--- config.mk ---
export PLATFORM = sky130hd
export DESIGN_NAME = onewire_bus_master_unit
export DESIGN_NICKNAME = d
export VERILOG_FILES = /design/src/design/owm_pkg.sv /design/src/design/owm_apb_regs.sv /design/src/design/owm_core.sv /design/src/design/onewire_bus_master_unit.sv
export SDC_FILE = /design/constraint.sdc
export NUM_CORES = 1
export LEC_CHECK = 0
export ABC_AREA = 1
export BUFFER_PORTS_ARGS = -buffer_cell sky130_fd_sc_hd__buf_2
export CAP_MARGIN = 40
export CORE_UTILIZATION = 59
export CTS_BUF_LIST = sky130_fd_sc_hd__clkbuf_16
export DETAILED_ROUTE_END_ITERATION = 10
export PLACE_DENSITY = 0.81
export RECOVER_POWER = 100
export SYNTH_ARGS = -nofsm -noshare
export SYNTH_HDL_FRONTEND = slang
export SYNTH_SLANG_ARGS = --single-unit
--- constraint.sdc ---
create_clock -name clk -period 4.01 [get_ports clk]
set_input_delay 0.6015 -clock clk [delete_from_list [all_inputs] [get_ports clk]]
set_output_delay 0.6015 -clock clk [all_outputs]
set_load 0.05 [all_outputs]
--- src/design/owm_pkg.sv ---
package owm_pkg;

    // configuration register width and bus widths
    localparam int CFG_W     = 10;
    localparam int APB_AW    = 5;
    localparam int APB_DW    = 32;
    localparam int S_TDATA_W = 16;
    localparam int S_TUSER_W = 3;
    localparam int M_TDATA_W = 16;

    // reset values of the timing registers, in ticks
    localparam logic [CFG_W-1:0] RST_RESET_LOW      = 10'd480;
    localparam logic [CFG_W-1:0] RST_PRESENCE_WAIT  = 10'd80;
    localparam logic [CFG_W-1:0] RST_PRESENCE_TAIL  = 10'd400;
    localparam logic [CFG_W-1:0] RST_WRITE_ONE_LOW  = 10'd1;
    localparam logic [CFG_W-1:0] RST_WRITE_ZERO_LOW = 10'd60;
    localparam logic [CFG_W-1:0] RST_SLOT_RELEASE   = 10'd60;
    localparam logic [CFG_W-1:0] RST_READ_LOW       = 10'd2;
    localparam logic [CFG_W-1:0] RST_WRITE_ZERO_GAP = 10'd1;

    typedef enum logic [2:0] {
        REG_RESET_LOW      = 3'd0,
        REG_PRESENCE_WAIT  = 3'd1,
        REG_PRESENCE_TAIL  = 3'd2,
        REG_WRITE_ONE_LOW  = 3'd3,
        REG_WRITE_ZERO_LOW = 3'd4,
        REG_SLOT_RELEASE   = 3'd5,
        REG_READ_LOW       = 3'd6,
        REG_WRITE_ZERO_GAP = 3'd7
    } reg_idx_t;

    // command codes; code 3 means nothing and is ignored
    typedef enum logic [1:0] {
        FUNC_RESET = 2'd0,
        FUNC_WRITE = 2'd1,
        FUNC_READ  = 2'd2
    } func_t;

    typedef struct packed {
        logic [CFG_W-1:0] reset_low;
        logic [CFG_W-1:0] presence_wait;
        logic [CFG_W-1:0] presence_tail;
        logic [CFG_W-1:0] write_one_low;
        logic [CFG_W-1:0] write_zero_low;
        logic [CFG_W-1:0] slot_release;
        logic [CFG_W-1:0] read_low;
        logic [CFG_W-1:0] write_zero_gap;
    } cfg_t;

    typedef struct packed {
        logic       bus_level;
        logic       cmd_valid;
        logic [1:0] func;
        logic [7:0] cmd_data;
    } item_t;

    typedef struct packed {
        logic       drive_low;
        logic       busy_res;
        logic       done_res;
        logic [7:0] read_data;
        logic       no_presence;
    } res_t;

endpackage

--- src/design/owm_apb_regs.sv ---
module owm_apb_regs
    import owm_pkg::*;
(
    input  logic              clk,
    input  logic              rst_n,
    input  logic              psel,
    input  logic              penable,
    input  logic              pwrite,
    input  logic [APB_AW-1:0] paddr,
    input  logic [APB_DW-1:0] pwdata,
    output logic [APB_DW-1:0] prdata,
    output logic              pready,
    output cfg_t              cfg
);

    cfg_t             cfg_reg;
    cfg_t             cfg_next;
    reg_idx_t         idx;
    logic [CFG_W-1:0] wval;
    logic [CFG_W-1:0] rval;

    assign idx    = reg_idx_t'(paddr[4:2]);
    assign wval   = pwdata[CFG_W-1:0];
    assign pready = 1'b1;
    assign cfg    = cfg_reg;

    always_comb
    begin
        cfg_next = cfg_reg;
        if (psel && penable && pwrite)
        begin
            unique case (idx)
                REG_RESET_LOW:      cfg_next.reset_low      = wval;
                REG_PRESENCE_WAIT:  cfg_next.presence_wait  = wval;
                REG_PRESENCE_TAIL:  cfg_next.presence_tail  = wval;
                REG_WRITE_ONE_LOW:  cfg_next.write_one_low  = wval;
                REG_WRITE_ZERO_LOW: cfg_next.write_zero_low = wval;
                REG_SLOT_RELEASE:   cfg_next.slot_release   = wval;
                REG_READ_LOW:       cfg_next.read_low       = wval;
                REG_WRITE_ZERO_GAP: cfg_next.write_zero_gap = wval;
                default:            cfg_next = cfg_reg;
            endcase
        end
    end

    always_comb
    begin
        unique case (idx)
            REG_RESET_LOW:      rval = cfg_reg.reset_low;
            REG_PRESENCE_WAIT:  rval = cfg_reg.presence_wait;
            REG_PRESENCE_TAIL:  rval = cfg_reg.presence_tail;
            REG_WRITE_ONE_LOW:  rval = cfg_reg.write_one_low;
            REG_WRITE_ZERO_LOW: rval = cfg_reg.write_zero_low;
            REG_SLOT_RELEASE:   rval = cfg_reg.slot_release;
            REG_READ_LOW:       rval = cfg_reg.read_low;
            REG_WRITE_ZERO_GAP: rval = cfg_reg.write_zero_gap;
            default:            rval = '0;
        endcase
    end

    assign prdata = APB_DW'(rval);

    always_ff @(posedge clk or negedge rst_n)
    begin
        if (!rst_n)
        begin
            cfg_reg.reset_low      <= RST_RESET_LOW;
            cfg_reg.presence_wait  <= RST_PRESENCE_WAIT;
            cfg_reg.presence_tail  <= RST_PRESENCE_TAIL;
            cfg_reg.write_one_low  <= RST_WRITE_ONE_LOW;
            cfg_reg.write_zero_low <= RST_WRITE_ZERO_LOW;
            cfg_reg.slot_release   <= RST_SLOT_RELEASE;
            cfg_reg.read_low       <= RST_READ_LOW;
            cfg_reg.write_zero_gap <= RST_WRITE_ZERO_GAP;
        end
        else
        begin
            cfg_reg <= cfg_next;
        end
    end

endmodule

--- src/design/owm_core.sv ---
module owm_core
    import owm_pkg::*;
#(
    parameter int TIMER_BITS = 10
)
(
    input  logic  clk,
    input  logic  rst_n,
    input  logic  step,
    input  item_t item,
    input  cfg_t  cfg,
    output res_t  res
);

    localparam int WB = (TIMER_BITS > CFG_W) ? TIMER_BITS : CFG_W;
    localparam logic [WB-1:0] TMAX = WB'((1 << TIMER_BITS) - 1);

    typedef enum logic [3:0] {
        PH_IDLE     = 4'd0,
        PH_RST_LOW  = 4'd1,
        PH_RST_WAIT = 4'd2,
        PH_RST_TAIL = 4'd3,
        PH_W1_LOW   = 4'd4,
        PH_W1_REL   = 4'd5,
        PH_W0_LOW   = 4'd6,
        PH_W0_GAP   = 4'd7,
        PH_R_LOW    = 4'd8,
        PH_R_REL    = 4'd9
    } phase_t;

    typedef struct packed {
        phase_t                ph;
        logic [TIMER_BITS-1:0] cd;
    } slot_t;

    phase_t                phase_reg,  phase_next;
    logic [TIMER_BITS-1:0] cd_reg,     cd_next;
    logic [2:0]            bit_reg,    bit_next;
    logic [7:0]            shift_reg,  shift_next;
    logic                  absent_reg, absent_next;
    func_t                 cmd_reg,    cmd_next;
    logic [7:0]            last_reg,   last_next;
    logic                  due_reg,    due_next;
    logic                  drive;
    logic                  fin;
    logic                  ended;
    logic [TIMER_BITS-1:0] cd_dec;
    logic [TIMER_BITS-1:0] tail_len;
    slot_t                 slot;

    // phase length: clipped to the timer, zero read as one unless allowed
    function automatic logic [TIMER_BITS-1:0] phase_len(input logic [CFG_W-1:0] v,
                                                        input logic zero_ok);
        logic [WB-1:0]         ext;
        logic [TIMER_BITS-1:0] r;
        ext = WB'(v);
        if (ext > TMAX)
            ext = TMAX;
        r = TIMER_BITS'(ext);
        if (r == '0 && !zero_ok)
            r = TIMER_BITS'(1);
        return r;
    endfunction

    // first phase of a bit slot
    function automatic slot_t start_slot(input func_t c, input logic [7:0] sh,
                                         input logic [2:0] bi, input cfg_t cf);
        slot_t s;
        if (c == FUNC_WRITE)
        begin
            if (sh[bi])
            begin
                s.ph = PH_W1_LOW;
                s.cd = phase_len(cf.write_one_low, 1'b0);
            end
            else
            begin
                s.ph = PH_W0_LOW;
                s.cd = phase_len(cf.write_zero_low, 1'b0);
            end
        end
        else
        begin
            s.ph = PH_R_LOW;
            s.cd = phase_len(cf.read_low, 1'b0);
        end
        return s;
    endfunction

    always_comb
    begin
        phase_next  = phase_reg;
        cd_next     = cd_reg;
        bit_next    = bit_reg;
        shift_next  = shift_reg;
        absent_next = absent_reg;
        cmd_next    = cmd_reg;
        last_next   = last_reg;
        due_next    = due_reg;
        drive       = 1'b0;
        fin         = 1'b0;
        slot        = '0;
        tail_len    = phase_len(cfg.presence_tail, 1'b1);

        // command start; the accepting tick is the first tick of the first phase
        if (phase_reg == PH_IDLE && item.cmd_valid && item.func <= FUNC_READ)
        begin
            cmd_next = func_t'(item.func);
            bit_next = 3'd0;
            due_next = 1'b0;
            if (func_t'(item.func) == FUNC_RESET)
            begin
                phase_next = PH_RST_LOW;
                cd_next    = phase_len(cfg.reset_low, 1'b0);
            end
            else
            begin
                shift_next = (func_t'(item.func) == FUNC_WRITE) ? item.cmd_data : 8'd0;
                slot       = start_slot(cmd_next, shift_next, 3'd0, cfg);
                phase_next = slot.ph;
                cd_next    = slot.cd;
            end
        end

        cd_dec = (cd_next != '0) ? cd_next - TIMER_BITS'(1) : cd_next;
        ended  = (cd_dec == '0);

        unique case (phase_next)
            PH_IDLE:
            begin
                phase_next = PH_IDLE;
            end
            PH_RST_LOW:
            begin
                drive   = 1'b1;
                cd_next = cd_dec;
                if (ended)
                begin
                    phase_next = PH_RST_WAIT;
                    cd_next    = phase_len(cfg.presence_wait, 1'b0);
                end
            end
            PH_RST_WAIT:
            begin
                cd_next = cd_dec;
                if (ended)
                begin
                    absent_next = item.bus_level;
                    if (tail_len == '0)
                        fin = 1'b1;
                    else
                    begin
                        phase_next = PH_RST_TAIL;
                        cd_next    = tail_len;
                    end
                end
            end
            PH_RST_TAIL:
            begin
                cd_next = cd_dec;
                fin     = ended;
            end
            PH_W1_LOW:
            begin
                drive   = 1'b1;
                cd_next = cd_dec;
                if (ended)
                begin
                    phase_next = PH_W1_REL;
                    cd_next    = phase_len(cfg.slot_release, 1'b0);
                end
            end
            PH_W0_LOW:
            begin
                drive   = 1'b1;
                cd_next = cd_dec;
                if (ended)
                begin
                    phase_next = PH_W0_GAP;
                    cd_next    = phase_len(cfg.write_zero_gap, 1'b0);
                end
            end
            PH_W1_REL, PH_W0_GAP, PH_R_REL:
            begin
                if (phase_next == PH_R_REL && due_next)
                begin
                    if (item.bus_level)
                        shift_next[bit_next] = 1'b1;
                    due_next = 1'b0;
                end
                cd_next = cd_dec;
                if (ended)
                begin
                    if (bit_next == 3'd7)
                        fin = 1'b1;
                    else
                    begin
                        bit_next   = bit_next + 3'd1;
                        slot       = start_slot(cmd_next, shift_next, bit_next, cfg);
                        phase_next = slot.ph;
                        cd_next    = slot.cd;
                    end
                end
            end
            PH_R_LOW:
            begin
                drive   = 1'b1;
                cd_next = cd_dec;
                if (ended)
                begin
                    phase_next = PH_R_REL;
                    cd_next    = phase_len(cfg.slot_release, 1'b0);
                    due_next   = 1'b1;
                end
            end
            default:
            begin
                phase_next = PH_IDLE;
            end
        endcase

        if (fin)
        begin
            phase_next = PH_IDLE;
            cd_next    = '0;
            if (cmd_next == FUNC_READ)
                last_next = shift_next;
        end

        res.drive_low   = drive;
        res.busy_res    = (phase_next != PH_IDLE);
        res.done_res    = fin;
        res.read_data   = last_next;
        res.no_presence = absent_next;
    end

    always_ff @(posedge clk or negedge rst_n)
    begin
        if (!rst_n)
        begin
            phase_reg  <= PH_IDLE;
            cd_reg     <= '0;
            bit_reg    <= 3'd0;
            shift_reg  <= 8'd0;
            absent_reg <= 1'b0;
            cmd_reg    <= FUNC_RESET;
            last_reg   <= 8'd0;
            due_reg    <= 1'b0;
        end
        else if (step)
        begin
            phase_reg  <= phase_next;
            cd_reg     <= cd_next;
            bit_reg    <= bit_next;
            shift_reg  <= shift_next;
            absent_reg <= absent_next;
            cmd_reg    <= cmd_next;
            last_reg   <= last_next;
            due_reg    <= due_next;
        end
    end

    // any active phase has ticks left to run
    a_cd_live: assert property (@(posedge clk) disable iff (!rst_n)
        phase_reg != PH_IDLE |-> cd_reg != '0)
        else $error("active phase with empty countdown");

    // a valid command taken while idle always leaves the block busy
    a_cmd_starts: assert property (@(posedge clk) disable iff (!rst_n)
        (step && phase_reg == PH_IDLE && item.cmd_valid && item.func <= FUNC_READ)
            |=> phase_reg != PH_IDLE)
        else $error("command accepted but master stayed idle");

    // the read sample is only pending inside a read release phase
    a_due_phase: assert property (@(posedge clk) disable iff (!rst_n)
        due_reg |-> phase_reg == PH_R_REL)
        else $error("read sample pending outside read release");

endmodule

--- src/design/onewire_bus_master_unit.sv ---
// 1-Wire bus master, one stream item per microsecond tick.
// Input stream: each item carries the sampled line level and, optionally, a
//   command (reset with presence detect, write byte, read byte; LSB first).
//   Commands offered while a command runs, and func code 3, are ignored.
// Output stream: exactly one item per input item: drive_low for the line
//   driver, busy, a one-item done pulse, the last read byte and no-presence.
// Timing registers sit on the APB port (eight 10-bit registers, byte
//   address 4*index); write them only while the master is idle.
// Pipeline: an accepted item waits in the input register, is processed when
//   the result register can take it and is offered on m_tvalid from there.
// Throughput: one item per cycle while the result is not held by m_tready;
//   the whole tick (phase countdown, slot sequencing, sampling) is one pass
//   of logic between the input register and the result register.
// Stalls: when m_tready is low the result is held and the input register
//   keeps one more item; s_tready drops only when both are full.
// Reset: rst_n clears the pipeline, returns the master to idle, clears
//   read_data and no_presence and restores the register defaults.
module onewire_bus_master_unit
    import owm_pkg::*;
#(
    parameter int TIMER_BITS = 10
)
(
    input  logic                 clk,
    input  logic                 rst_n,
    input  logic                 s_tvalid,
    output logic                 s_tready,
    input  logic [S_TDATA_W-1:0] s_tdata,  // bus_level[0], cmd_data[8:1], zero pad
    input  logic [S_TUSER_W-1:0] s_tuser,  // cmd_valid[0], func[2:1]
    output logic                 m_tvalid,
    input  logic                 m_tready,
    output logic [M_TDATA_W-1:0] m_tdata,  // drive_low[0], busy_res[1], done_res[2],
                                           // read_data[10:3], no_presence[11], zero pad
    input  logic                 psel,
    input  logic                 penable,
    input  logic                 pwrite,
    input  logic [APB_AW-1:0]    paddr,
    input  logic [APB_DW-1:0]    pwdata,
    output logic [APB_DW-1:0]    prdata,
    output logic                 pready
);

    cfg_t  cfg;
    item_t in_item_reg;
    logic  in_valid_reg;
    res_t  res;
    res_t  out_res_reg;
    logic  out_valid_reg;
    logic  out_free;
    logic  step;

    owm_apb_regs u_regs (
        .clk     (clk),
        .rst_n   (rst_n),
        .psel    (psel),
        .penable (penable),
        .pwrite  (pwrite),
        .paddr   (paddr),
        .pwdata  (pwdata),
        .prdata  (prdata),
        .pready  (pready),
        .cfg     (cfg)
    );

    // the tick is processed when the result register can take its output
    assign out_free = !out_valid_reg || m_tready;
    assign step     = in_valid_reg && out_free;
    assign s_tready = !in_valid_reg || step;

    owm_core #(
        .TIMER_BITS (TIMER_BITS)
    ) u_core (
        .clk   (clk),
        .rst_n (rst_n),
        .step  (step),
        .item  (in_item_reg),
        .cfg   (cfg),
        .res   (res)
    );

    // input register
    always_ff @(posedge clk or negedge rst_n)
    begin
        if (!rst_n)
            in_valid_reg <= 1'b0;
        else if (s_tready)
            in_valid_reg <= s_tvalid;
    end

    always_ff @(posedge clk)
    begin
        if (s_tvalid && s_tready)
        begin
            in_item_reg.bus_level <= s_tdata[0];
            in_item_reg.cmd_data  <= s_tdata[8:1];
            in_item_reg.cmd_valid <= s_tuser[0];
            in_item_reg.func      <= s_tuser[2:1];
        end
    end

    // result register
    always_ff @(posedge clk or negedge rst_n)
    begin
        if (!rst_n)
            out_valid_reg <= 1'b0;
        else if (step)
            out_valid_reg <= 1'b1;
        else if (m_tready)
            out_valid_reg <= 1'b0;
    end

    always_ff @(posedge clk)
    begin
        if (step)
            out_res_reg <= res;
    end

    assign m_tvalid = out_valid_reg;
    assign m_tdata  = M_TDATA_W'({out_res_reg.no_presence, out_res_reg.read_data,
                                  out_res_reg.done_res, out_res_reg.busy_res,
                                  out_res_reg.drive_low});

    // input side only backs up behind a stalled result
    a_ready_stall: assert property (@(posedge clk) disable iff (!rst_n)
        !s_tready |-> (m_tvalid && !m_tready))
        else $error("input stalled without output back-pressure");

    // a processed tick always shows up as a result next cycle
    a_step_out: assert property (@(posedge clk) disable iff (!rst_n)
        step |=> m_tvalid)
        else $error("processed tick produced no result");

    // a done pulse never comes with busy set
    a_done_idle: assert property (@(posedge clk) disable iff (!rst_n)
        step && res.done_res |-> !res.busy_res)
        else $error("done pulse while still busy");

endmodule

Yosys cells after proc, flatten, opt, wreduce, memory -nomap -nowiden
Index checks and enable logic that the tools add are counted.
{"block": "word_totals", "ff_bits": 143, "out_inout_bits": 51, "wordCells": 218}
{"block": "classes", "addsub": 2, "order_cmp": 12, "eq_ne": 20, "n_mux": 115, "n_bitwise": 1, "n_reduce_logical": 41}
{"op": "two-way mux 10 bit", "count": 65}
{"op": "zero test 10 bit", "count": 13}
{"op": "greater-than comparator 10 bit, second input constant", "count": 8}
{"op": "case mux 10 bit (8 select lines)", "count": 1}
{"op": "two-way mux 8 bit", "count": 9}
{"op": "case mux 10 bit (7 select lines)", "count": 1}
{"op": "two-way mux 4 bit", "count": 11}
{"op": "two-way mux 14 bit", "count": 2}
{"op": "case mux 4 bit (7 select lines)", "count": 1}
{"op": "two-way mux 12 bit", "count": 2}
{"op": "== test 4 x 3 -> 1 bit, second input constant", "count": 4}
{"op": "AND reduction 2 bit", "count": 8}
{"op": "== test 3 bit, second input constant", "count": 5}
{"op": "two-way mux 1 bit", "count": 14}
{"op": "two-way mux 3 bit", "count": 4}
{"op": "nonzero test 10 bit", "count": 1}
{"op": "subtractor 10 x 1 -> 10 bit, second input constant", "count": 1}
{"op": "== test 4 x 2 -> 1 bit, second input constant", "count": 2}
{"op": "== test 4 bit, second input constant", "count": 2}
{"op": "logical AND 1 bit", "count": 8}
{"op": "less-than comparator 3 x 4 -> 1 bit, second input constant", "count": 2}
{"op": "bitwise OR 8 bit", "count": 1}
{"op": "== test 3 x 2 -> 1 bit, second input constant", "count": 2}
{"op": "== test 2 x 1 -> 1 bit, second input constant", "count": 2}
{"op": "20 further kinds", "count": 22}

Depth between registers and ports, before layout
{"block": "depth", "depth_word": 32, "mapped_depth": 28}

Hierarchy
From an unflattened synthesis, not the netlist that was laid out.
{"block": "unflattened", "hier_cells": 1437, "area_unflattened_um2": 9938.3}
{"module": "owm_core", "n_inst": 1, "cells_per_inst": 911, "area_per_inst_um2": 5103.6, "seq_area_each_um2": 925.9}
{"module": "owm_apb_regs", "n_inst": 1, "cells_per_inst": 485, "area_per_inst_um2": 3985.1, "seq_area_each_um2": 2026.9}
{"module": "onewire_bus_master_unit", "n_inst": 1, "cells_per_inst": 41, "area_per_inst_um2": 849.6, "seq_area_each_um2": 770.7}

Worst setup path before layout
OpenSTA, ideal clock, no wires.
{"block": "synth_timing", "path_type": "flip-flop to flip-flop", "start": "reg in_item_reg[8] (netlist name)", "end": "reg out_res_reg, in the netlist m_tdata[8], data pin", "setup_ps": 255, "t_arrival_ps": 2980, "t_required_ps": 3755, "path_slack_ps": 775, "stages_incl_launch_ff": 24, "path_buffers": 3, "synth_period_minus_slack_ps": 3235, "path_cell_list": "edfxtp_1 > buf_4 > nand2_4 > nand2_4 > nor2_8 > buf_6 > or2_1 > nand2_1 > inv_1 > nand2_2 > ha_1 > nand4_1 > nor2_4 > nand3_4 > nand3_2 > nand3_1 > nor2_4 > and2_4 > nand3_4 > nor2_8 > buf_12 > nand2_2 > o21ai_2 > inv_1"}
{"element": "start, declared", "line_no": "onewire_bus_master_unit.sv:44", "rtl": "item_t in_item_reg;"}
{"element": "end signal, assigned", "line_no": "onewire_bus_master_unit.sv:115", "rtl": "out_res_reg <= res;"}
{"element": "end, declared", "line_no": "onewire_bus_master_unit.sv:47", "rtl": "res_t out_res_reg;"}

Worst setup path in the final report
{"block": "layout_timing", "start": "reg in_item_reg[9] (netlist name)", "end": "reg u_core.cd_reg[7]"}
{"block": "layout_between", "elab_chain_len": 19, "word_cells_on_any_way": 61, "cone_classes": "add/sub: 2; order compare: 3; eq/ne: 12; mux: 36; bitwise: 1; reduce/logical: 7"}
{"element": "<= comparator 2 bit", "line_no": "owm_core.sv:106", "rtl": "if (phase_reg == PH_IDLE && item.cmd_valid && item.func <= FUNC_READ)"}
{"element": "logical AND 1 bit", "line_no": "owm_core.sv:106"}
{"element": "two-way mux 3 bit", "line_no": "owm_core.sv:106"}
{"element": "less-than comparator 3 x 4 -> 1 bit (implied by the code) / greater-or-equal comparator 3 x 1 -> 1 bit (equally long branches)", "line_no": "owm_core.sv:188", "rtl": "shift_next[bit_next] = 1'b1;"}
{"element": "logical AND 1 bit (implied by the code)", "line_no": "owm_core.sv:188"}
{"element": "two-way mux 1 bit (implied by the code)", "line_no": "owm_core.sv:188"}
{"element": "demux 1 bit (select 3 bit)"}
{"element": "bitwise OR 8 bit (no line)"}
{"element": "(+3 left out)"}
{"element": "binary-select mux 1 bit (select 3 bit)", "line_no": "owm_core.sv:71", "rtl": "if (sh[bi])"}
{"element": "two-way mux 1 bit (implied by the code)", "line_no": "owm_core.sv:71"}
{"element": "two-way mux 12 bit", "line_no": "owm_core.sv:71"}
{"element": "two-way mux 14 bit", "line_no": "owm_core.sv:69", "rtl": "if (c == FUNC_WRITE)"}
{"element": "two-way mux 10 bit", "line_no": "owm_core.sv:194", "rtl": "if (bit_next == 3'd7)"}
{"element": "two-way mux 10 bit", "line_no": "owm_core.sv:192", "rtl": "if (ended)"}
{"element": "case mux 10 bit (7 select lines)", "line_no": "owm_core.sv:128", "rtl": "unique case (phase_next)"}
{"element": "two-way mux 10 bit (*)", "line_no": "owm_core.sv:222", "rtl": "if (fin)"}
{"element": "end signal, assigned", "line_no": "owm_core.sv:253", "rtl": "cd_reg <= cd_next;"}
{"element": "end, declared", "line_no": "owm_core.sv:37", "rtl": "logic [TIMER_BITS-1:0] cd_reg, cd_next;"}
Mark *: on every way between the ends. The rest lies on a longest branch, timed or not. The select of a mux whose other input is x is not followed.
A chain may end at the register's enable or synchronous reset.

==> run metrics <==
Initial Utilization=0.614; RSZ-0062 raised after global routing=false; FF-to-FF Start=in_item_reg[9]$_DFFE_PP_; register clock-pin slew on the reported worst setup and hold paths=0.06 ns; GP Congestion=1.04; register area share after synthesis=0.393; Worst Tran Pin Value=3.11 ns; MaxCap Viol Count=2; Clock Skew=between 0.01 and 0.015 ns; starting DRC count in detailed routing=~1300; startpoint type of the worst setup path=flop; Leak=0.00509 uW; crit path DAT=between 4 and 5 ns; Area contributors post-synth=dfrtp_1 (26%), nand2_1 (14%), edfxtp_1 (7.6%), o21ai_0 (6.5%), inv_1 (6.4%); main combinational cell family by area after synthesis=simple AND/OR/NAND/NOR gates; Clock Sinks=143; die area=0.0166 sq mm; n_diodes=0; setup_tns=0 ns; post-place instance area=0.0101 sq mm; critical path type=reg2reg; met3 Usage GRT=0.119; core area=0.0154 sq mm; clk_lat worst skew=about 0.44 ns; chip width=129 um; multiplexer share of the synthesized area=0; CTS tree=yes; Syn Inst Count=approximately 1300; Slew HR=-1.08; FILL cells=1396; endpoints failing setup=0; Ports=114; count of different cell masters after synthesis=49; grt ovf=0; DRC=0; cell repeated most along the worst path=nand2_1; Synth Area in Adders=0.00528; CTS resizes=0; first-pass GRT wire length=49600 um; largest net degree at the start of global routing=58; Peak VDD IR=0.416 mV; largest stage delay on the critical path=0.58 ns; sequential standard cell area=about 0.0037 sq mm; Synth Warn #=0; Crit-path slowest cell=edfxtp_1; vias in the first global route=8696; Simple-Gate Fraction of Synth Area=0.329; minimum clock period=about 3.8 ns; cell taking the most area after synthesis=dfrtp_1; Netlist Area Pre-Place=0.00948 sq mm; hold path startpoint=s_tdata[7]; max reg flops=80; pwr/cell area=760 mW/mm^2; Vias per Instance=5.90; pre-CTS setup slack=0.306 ns; f_max=263 MHz; largest driver fanout on the critical path=10; Setup Buffers After CTS=0; clk buf depth=2; height of the die=129 um; final antenna-violating net count=0; failing checks=capacitance limit, slew limit; Finished Cell Area=approximately 0.011 sq mm; hold_ws=about 0.34 ns; Top FF cell, synth=dfrtp_1; critical path data required time=4.32 ns; Num CTS Buffers=17; Final Core Density=0.689; Final Slew Violations=116; multi-input logic area=0.00472 sq mm; layout cell share with drive strength beyond 1=0.145; Worst Hold Class=in2reg; Post-Synth XOR/XNOR Area=0.00277; fin worst setup slack=approximately 0.21 ns; Final Hold Viols=0; Vias=9676; Final period util=0.947; Post-synth EDFFs=24; post-synthesis compound-gate area fraction=0.153; post-synth top area share=0.261; M1 GR Usage=0.568; Port-buffer cells=55; average wire per standard cell=19.8 um; crit-path cells=clkinv_2 > nand2_2 > nor2_4 > nand3_1 > nand3_1 > nand2_1 > nand2_2 > ha_1 > nand4_1 > nor2_4 > nand3_4 > nand2_2 > nand2_1 > nor2_4 > nand2_2 > o21ai_1 > nand2_1 > nand2_1 > nand3b_1 > nand2_1 > nand2_1; Hold-fix buffers, CTS=0; critical path endpoint category=flop; flip-flop and latch count after synthesis=between 100 and 150; root buffer cell=clkbuf_16; FP Rows=45; Final #Nets=1484; DP HPWL=25000 um; area grow syn2layout=12.2%; H-tree depth=4; initial antenna violation count=0; average cell area after synthesis=7.13 sq um; Pre-Repair DR Iteration Count=8; busiest grt layer=met2; CP Launch Point=in_item_reg[9]$_DFFE_PP_; total track usage=0.410; outcome=finished, violations left; final wirelength=32400 um; routing usage on met2=0.598; ys async rst share=0.832
-- critical path: cells and delay by family, from the launching register on --
family	cells	cell delay, ns
buffers and inverters	1	0.19
and+or+nand+nor	18	2.50
AOI/OAI and AO/OA	1	0.22
DFF	1	0.58
adders and majority gates	1	0.17
-- synthesized netlist by cell type, drive strengths merged (4+ instances only) --
cell	count
o211ai	11
clkbuf	30
nand2	378
o22ai	32
nor3	10
buf	43
nor2	129
o21ai	156
nand4	20
inv	172
dfstp	20
a21oi	38
edfxtp	24
dfrtp	99
nand3	125
nand3b	7
nor4	4
ha	4
-- per-layer routing --
layer / routed length (um) / vias up / share of wire
met5: 0 / - / 0
met4: 1370 / 0 / 0.042
met3: 3840 / 100 / 0.12
met2: 13900 / 586 / 0.43
met1: 13300 / 4494 / 0.41
li1: - / 4496 / -
-- logic make-up after synthesis --
logic type | after synthesis
AND/OR/NAND/NOR | 677
AO/OA/AOI/OAI | 253
buffers and inverters | 248
flip-flops | 143
adder cells (fa/ha/maj) | 4
XOR/XNOR | 3
other | 2
-- path summary, 6_finish.rpt --
check | endpoint | slack, ns | cells after the start
setup / recovery | u_core.cd_reg[7]$_DFFE_PN0P_ | 0.21 | 21
hold / removal | in_item_reg[6]$_DFFE_PP_ | 0.34 | 1
setup reg to reg | u_core.cd_reg[7]$_DFFE_PN0P_ | 0.21 | 21
hold reg to reg | u_core.cd_reg[2]$_DFFE_PN0P_ | 0.49 | 2
max in group asynchronous | u_regs.cfg[41]$_DFFE_PN0P_ | 0.71 | 2
min in group asynchronous | u_regs.cfg[27]$_DFFE_PN0P_ | 1.17 | 1
-- metrics by stage --
step	instances	total power [uW]
2_1_floorplan	1355	4940
3_3_place_gp	1607	6310
3_5_place_dp	1609	6360
4_1_cts	1641	7960
5_1_grt	1641	8530
6_report	1641	8080
-- layout make-up --
| class | instances | area share |
|---|---|---|
| flip-flops and latches | 143 | 0.350 |
| clock inverters | 14 | 0.0131 |
| clock buffers | 18 | 0.0424 |
| multi-input cells | 964 | 0.444 |
| repair buffers | 116 | 0.0640 |
| well taps | 211 | 0.0248 |
| inverters | 175 | 0.0619 |
-- placed cells by master, fill, tap and decap left out, types with 3 or more instances in the layout --
| cell type | count |
|---|---|
| nand2_1 | 361 |
| inv_1 | 164 |
| o21ai_0 | 127 |
| nand3_1 | 114 |
| nor2_1 | 106 |
| dfrtp_1 | 99 |
| buf_4 | 50 |
| a21oi_1 | 37 |
| clkbuf_1 | 34 |
| o22ai_1 | 32 |
| buf_2 | 29 |
| conb_1 | 27 |
| edfxtp_1 | 24 |
| nand4_1 | 20 |
| dfstp_2 | 20 |
| o21ai_1 | 18 |
| clkbuf_16 | 18 |
| nor2_4 | 16 |
| nand2_2 | 14 |
| o21ai_2 | 11 |
| o211ai_1 | 11 |
| nor3_1 | 10 |
| inv_2 | 9 |
| nand3_2 | 8 |
| nand3b_1 | 7 |
| nor2_2 | 5 |
| inv_6 | 5 |
| nor4_1 | 4 |
| ha_1 | 4 |
| inv_8 | 4 |
| nand2_4 | 3 |
| nand3_4 | 3 |
| a221oi_1 | 3 |
| a22oi_1 | 3 |
-- power by group --
| group | internal, uW | leakage, uW | switching, uW |
|---|---|---|---|
| combinational | 1340 | 0.00310 | 3010 |
| sequential | 1840 | 0.00170 | 285 |
| clock | 863 | 0.000296 | 738 |
Note: power is estimated with default switching activity, not from simulation.
